[config.mk]
export PLATFORM = sky130hd
export DESIGN_NAME = tcw_cursor
export DESIGN_NICKNAME = d
export VERILOG_FILES = /design/src/sv/tcw_pkg.sv /design/src/sv/tcw_cursor.sv
export SDC_FILE = /design/constraint.sdc
export NUM_CORES = 1
export LEC_CHECK = 0
export ABC_AREA = 1
export BUFFER_PORTS_ARGS = -buffer_cell sky130_fd_sc_hd__buf_4
export CORE_MARGIN = 2
export CORE_UTILIZATION = 55
export CTS_CLUSTER_DIAMETER = 100
export CTS_CLUSTER_SIZE = 10
export DETAILED_ROUTE_END_ITERATION = 10
export PLACE_DENSITY = 0.87
export SETUP_SLACK_MARGIN = 0.15
export SLEW_MARGIN = 20
export SYNTH_ARGS = -nofsm -noshare
export SYNTH_HDL_FRONTEND = slang
export SYNTH_SLANG_ARGS = --single-unit
[constraint.sdc]
create_clock -name clk -period 8.15 [get_ports clk]
set_clock_uncertainty 0.2 [all_clocks]
set_input_delay 0.4075 -clock clk [delete_from_list [all_inputs] [get_ports clk]]
set_output_delay 0.4075 -clock clk [all_outputs]
set_load 0.005 [all_outputs]
[src/sv/tcw_pkg.sv]
// Shared types, codes and defaults for the text console write engine.
package tcw_pkg;

    localparam int COLUMNS_DEF = 80;
    localparam int ROWS_DEF    = 25;

    localparam logic [7:0] CH_NEWLINE   = 8'd10;
    localparam logic [7:0] CH_BACKSPACE = 8'd8;
    localparam logic [7:0] CH_SPACE     = 8'd32;
    localparam logic [7:0] BS_COLOUR    = 8'd15;

    typedef enum logic [1:0] {
        OP_WRITE  = 2'd0,
        OP_CLEAR  = 2'd1,
        OP_SETCUR = 2'd2,
        OP_READ   = 2'd3
    } op_t;

    typedef enum logic [2:0] {
        ST_INIT,
        ST_IDLE,
        ST_DECODE,
        ST_ACCESS,
        ST_SWEEP,
        ST_DRAIN,
        ST_DONE
    } state_t;

    typedef struct packed {
        op_t        opcode;
        logic [7:0] char_code;
        logic [7:0] colour;
        logic [6:0] column;
        logic [4:0] row;
    } cmd_t;

    typedef struct packed {
        logic [6:0] cursor_column;
        logic [4:0] cursor_row;
        logic [7:0] cell_char;
        logic [7:0] cell_colour;
        logic       scrolled;
    } rsp_t;

    // What one request does to the store
    typedef struct packed {
        logic wr;
        logic rd;
        logic sweep;
        logic scroll;
    } ctl_t;

endpackage

[src/sv/tcw_cursor.sv]
// Cursor registers and per-request decode: target cell, write data, cursor motion.
module tcw_cursor #(
    parameter int COLUMNS = tcw_pkg::COLUMNS_DEF,
    parameter int ROWS    = tcw_pkg::ROWS_DEF
) (
    input  logic                             clk,
    input  logic                             rst_n,
    input  tcw_pkg::cmd_t                    cmd,
    input  logic                             update,
    output tcw_pkg::ctl_t                    ctl,
    output logic [$clog2(COLUMNS*ROWS)-1:0]  addr,
    output logic [15:0]                      wr_data,
    output logic [$clog2(COLUMNS)-1:0]       cur_x,
    output logic [$clog2(ROWS)-1:0]          cur_y
);

    localparam int XW    = $clog2(COLUMNS);
    localparam int YW    = $clog2(ROWS);
    localparam int IDX_W = $clog2(COLUMNS * ROWS);

    logic [XW-1:0] cur_x_reg, cur_x_next;
    logic [YW-1:0] cur_y_reg, cur_y_next;
    logic [XW-1:0] col_cl, tgt_x;
    logic [YW-1:0] row_cl, tgt_y, down_y;
    logic          at_bottom;

    always_ff @(posedge clk or negedge rst_n)
    begin
        if (!rst_n)
        begin
            cur_x_reg <= '0;
            cur_y_reg <= '0;
        end
        else if (update)
        begin
            cur_x_reg <= cur_x_next;
            cur_y_reg <= cur_y_next;
        end
    end

    always_comb
    begin
        col_cl = ({1'b0, cmd.column} >= 8'(COLUMNS)) ? XW'(COLUMNS - 1) : XW'(cmd.column);
        row_cl = ({2'b0, cmd.row} >= 7'(ROWS)) ? YW'(ROWS - 1) : YW'(cmd.row);
        at_bottom = (cur_y_reg == YW'(ROWS - 1));
        down_y = at_bottom ? cur_y_reg : cur_y_reg + YW'(1);

        cur_x_next = cur_x_reg;
        cur_y_next = cur_y_reg;
        tgt_x      = cur_x_reg;
        tgt_y      = cur_y_reg;
        ctl        = '0;
        wr_data    = {cmd.colour, cmd.char_code};

        unique case (cmd.opcode)
            tcw_pkg::OP_WRITE:
            begin
                priority if (cmd.char_code == tcw_pkg::CH_NEWLINE)
                begin
                    cur_x_next = '0;
                    cur_y_next = down_y;
                    ctl.sweep  = at_bottom;
                    ctl.scroll = at_bottom;
                end
                else if (cmd.char_code == tcw_pkg::CH_BACKSPACE)
                begin
                    // top-left stays on row 0, wrapping to its last column
                    if (cur_x_reg == '0)
                    begin
                        cur_x_next = XW'(COLUMNS - 1);
                        cur_y_next = (cur_y_reg != '0) ? cur_y_reg - YW'(1) : cur_y_reg;
                    end
                    else
                    begin
                        cur_x_next = cur_x_reg - XW'(1);
                    end
                    tgt_x   = cur_x_next;
                    tgt_y   = cur_y_next;
                    wr_data = {tcw_pkg::BS_COLOUR, tcw_pkg::CH_SPACE};
                    ctl.wr  = 1'b1;
                end
                else
                begin
                    ctl.wr = 1'b1;
                    if (cur_x_reg == XW'(COLUMNS - 1))
                    begin
                        cur_x_next = '0;
                        cur_y_next = down_y;
                        ctl.sweep  = at_bottom;
                        ctl.scroll = at_bottom;
                    end
                    else
                    begin
                        cur_x_next = cur_x_reg + XW'(1);
                    end
                end
            end
            tcw_pkg::OP_CLEAR:
            begin
                ctl.sweep = 1'b1;
            end
            tcw_pkg::OP_SETCUR:
            begin
                cur_x_next = col_cl;
                cur_y_next = row_cl;
            end
            tcw_pkg::OP_READ:
            begin
                tgt_x  = col_cl;
                tgt_y  = row_cl;
                ctl.rd = 1'b1;
            end
        endcase

        addr = IDX_W'(tgt_y) * IDX_W'(COLUMNS) + IDX_W'(tgt_x);
    end

    assign cur_x = cur_x_reg;
    assign cur_y = cur_y_reg;

endmodule

==> reports/metrics.csv <==
stage,metric,value,unit
pwr,switching power share of the total,46.8,%
drt,total number of vias,2544,
yosys,share of flip-flops with an asynchronous set or reset,100,%
drt,Total Wirelength,6.06,mm
cts,root buffer selected by CTS,clkbuf_8,
floorplanning,area of the die,4400,um2
timing,Final TNS setup,0,ns
min_path,launch instance of the worst min-delay path,cmd[3],
cts,Worst-path clk slew,0.06,ns
drt,Iteration-0 DRC Markers,213,
yosys,part of the Yosys area used for sequential elements,14.0,%
cts,number of H-tree levels,1,
placed_design,half-perimeter wire length after detailed placement,4.77,mm
status,outcome,completed,
pwr,combinational group share of total power,68.3,%
worst_setup_path,cell with the biggest individual delay on the critical path,dfrtp_1,
pwr,relative contribution of sequential cells to total power,20.4,%
floorplanning,floorplan die height,66.4,um
floorplanning,die extent in x,66.4,um
drt,router iterations before antenna repair,6,
floorplanning,I/O pins,76,
yosys,number of enable flip-flop cells after synthesis,0,
worst_setup_path,cell-by-cell listing of the critical path,"inv_1, ha_1, inv_1, nor2_1, nand3_2, nor2_4, nand3_1, nor2_1, nor2_1, o21ai_1, nand2_1, a22oi_1, ha_1, ha_1, inv_1, fa_1, nor3_1, xor2_1, buf_4",
cells_and_area,number of diodes added for antenna fixing,0,
worst_setup_path,cells on worst reg2reg path,11,
flow_run,number of maximum-capacitance constraint violations,0,
cells_and_area,layout net count,458,
yosys,gate count after technology mapping,341,
yosys,Post-Syn Nets,395,
yosys,synthesis-stage register bit count,12,
grt,largest net degree at the start of global routing,23,
worst_setup_path,type of destination of the critical path,output pin,
worst_setup_path,Crit Reg-Reg Startpoint,cur_x[0],
drt,Via density,5.64,
pwr,cell-internal power,0.314,mW
worst_setup_path,crit-path max FO,7,
drt,per-cell routed wire length,13.4,um
timing,Worst Max-Slew Pin Slew,0.725,ns
timing,final setup violation count,0,
floorplanning,initial core utilization,58.0,%
worst_setup_path,Crit path arrival time,3.81,ns
floorplanning,site row count,22,
yosys,Avg Synthesized Cell Area,6.27,um2
grt,first-pass GRT wire length,9.89,mm
worst_setup_path,Worst setup SP type,flip-flop,
drt,number of nets with antenna violations after routing,0,
cts,Longest Clk Path Bufs,2,
cells_and_area,Layout Area Growth over Synthesis,28.2,%
timing,total count of max-transition violations in the final report,0,
cells_and_area,proportion of layout cells with a drive suffix above 1,27.3,%
cts,TritonCTS Sinks,12,
timing,Worst Hold Margin,0.253,ns
pwr,Leakage,1.43,nW
timing,fin crit period,4.42,ns
pwr,proportion of power drawn by the clock network,11.3,%
yosys,number of distinct library cells after synthesis,34,
yosys,count of synthesis-stage warnings from yosys,0,
cts,number of clock buffers inserted by TritonCTS,3,
cells_and_area,"leading cell type in the layout, fill and taps excluded",buf_4,
worst_setup_path,Crit path largest cell delay,0.45,ns
min_path,kind of path behind the tightest hold check,input pin to flip-flop,
cts,clock latency reported for the late side of the worst-skew pair,0.25,ns
worst_setup_path,worst r2r dst,cur_y[1],
floorplanning,area of the placeable core,3690,um2
drt,number of design rule violations left after detail routing,0,
cts,TritonCTS clock tree,yes,
pwr,worst-case vdd ir drop,152,uV
min_path,Worst Hold Path EP,cur_y[3],
timing,fin crit share,54.3,%
grt,overall overflow remaining after global route,0,
worst_setup_path,slack of the worst reg-to-reg path,5.88,ns
cells_and_area,"commonest cells after routing, fill and taps aside","75 x buf_4, 54 x inv_1, 49 x nand2_1",
pwr,switching power of the nets,0.276,mW
placed_design,number of I/O port buffers,75,
timing,top achievable clock speed,226,MHz
grt,vias in the first global route,2245,
placed_design,final estimated routing congestion in global placement,0.898,
worst_setup_path,Critical Path RT,7.54,ns
min_path,hold-critical path depth,3,
pwr,PwrDens,215,nW/um2
cts,post-CTS sizing,0,
timing,number of hold violations in the final report,0,
cells_and_area,Largest register FFs,7,
timing,unrepaired setup endpoints after global routing,no,
grt,Tot GR Track Use,27.8,%
yosys,Syn Std Cell Area,2140,um2
yosys,Post-synth top flop,dfrtp_1,
worst_setup_path,WS Path Type,flip-flop to output pin,
grt,number of antenna violations at the first check in global routing,0,
timing,relative max-transition margin,51.2,%
## timing repair
action                    4_1_cts  5_1_grt
hold buffers                    1        0
buffers inserted                0        0
hold endpoints to repair       12        0
## metal layers
layer / share of wire [%] / track usage, % / vias up
met3: 9.1 / 2.90 / 12
met2: 48 / 49.6 / 138
met5: 0 / 0 / -
met4: 1.1 / 5.36 / 0
li1: - / - / 1249
met1: 41 / 36.2 / 1145
## cell type report
cell class,instances,area (um2)
multi-input cells,253,1540
fillers,312,946
repair buffers,76,573
flip-flops and latches,12,300
inverters,58,218
well taps,48,60.1
clock buffers,4,55.1
## power by group through the flow
stage / Combinational, mW / Sequential, mW / Clock [mW]
floorplan: 0.264 / 0.104 / 0
global placement: 0.387 / 0.119 / 0
global route: 0.453 / 0.123 / 0.0689
CTS: 0.403 / 0.118 / 0.0666
finish: 0.403 / 0.120 / 0.0669
detailed placement: 0.399 / 0.120 / 0
## metrics by stage
stage                     cells  total power, mW  cell area, um2  util (%)  worst slack (ns)
after floorplan             341            0.368            2140         -              4.53
after global placement      446            0.506            2680      72.6              4.07
after detailed placement    446            0.518            2680      72.6              3.99
after CTS                   451            0.588            2740      74.4              3.76
after global routing        451            0.645            2740      74.4              3.39
final                       451            0.590            2740      74.4              3.73
## worst max-delay path, delay by kind of cell, from the launching register on
family          cells  cell delay (ns)
compound gates      2             0.29
xor+xnor            1             0.16
fa+ha+maj           4             1.12
buf+inv             4             0.49
flops               1             0.45
simple gates        8             1.04
## cell usage after synthesis (3+ instances only)
master	n	share of area, %
inv_1	54	9.5
nand2_1	49	8.6
a21oi_1	29	6.8
nand3_1	29	6.8
nor2_1	25	4.4
ha_1	19	11
o21ai_0	18	4.2
dfrtp_1	12	14
clkbuf_1	11	1.9
xor2_1	11	4.5
o211ai_1	9	3.2
o21ai_1	9	2.1
nor3_1	7	1.6
a22oi_1	6	2.1
or2_2	6	1.8
a31oi_1	5	1.5
nor2_2	5	1.5
buf_2	4	0.94
inv_2	4	0.70
nand2_2	4	1.2
o21ai_2	4	1.6
nand3_2	3	1.4
xnor2_1	3	1.2
## logic make-up after synthesis
kind of cell	count (synthesis)	share of synthesized area, %
xor+xnor	14	5.73
fa+ha+maj	21	13.0
compound gates	86	24.1
buf+inv	76	14.2
simple gates	132	29.0
flops	12	14.0
## worst max-delay path by stage
stage | to | from | slack, ns
final | addr[9] | cur_x[0] | 3.73
after global routing | addr[9] | cur_x[0] | 3.39
after CTS | addr[9] | cur_x[0] | 3.76
after detailed placement | addr[9] | cmd[26] | 3.99
after global placement | addr[9] | cmd[26] | 4.07
after floorplan | addr[9] | cur_x[0] | 4.53
Note: power is estimated with default switching activity, not from simulation.
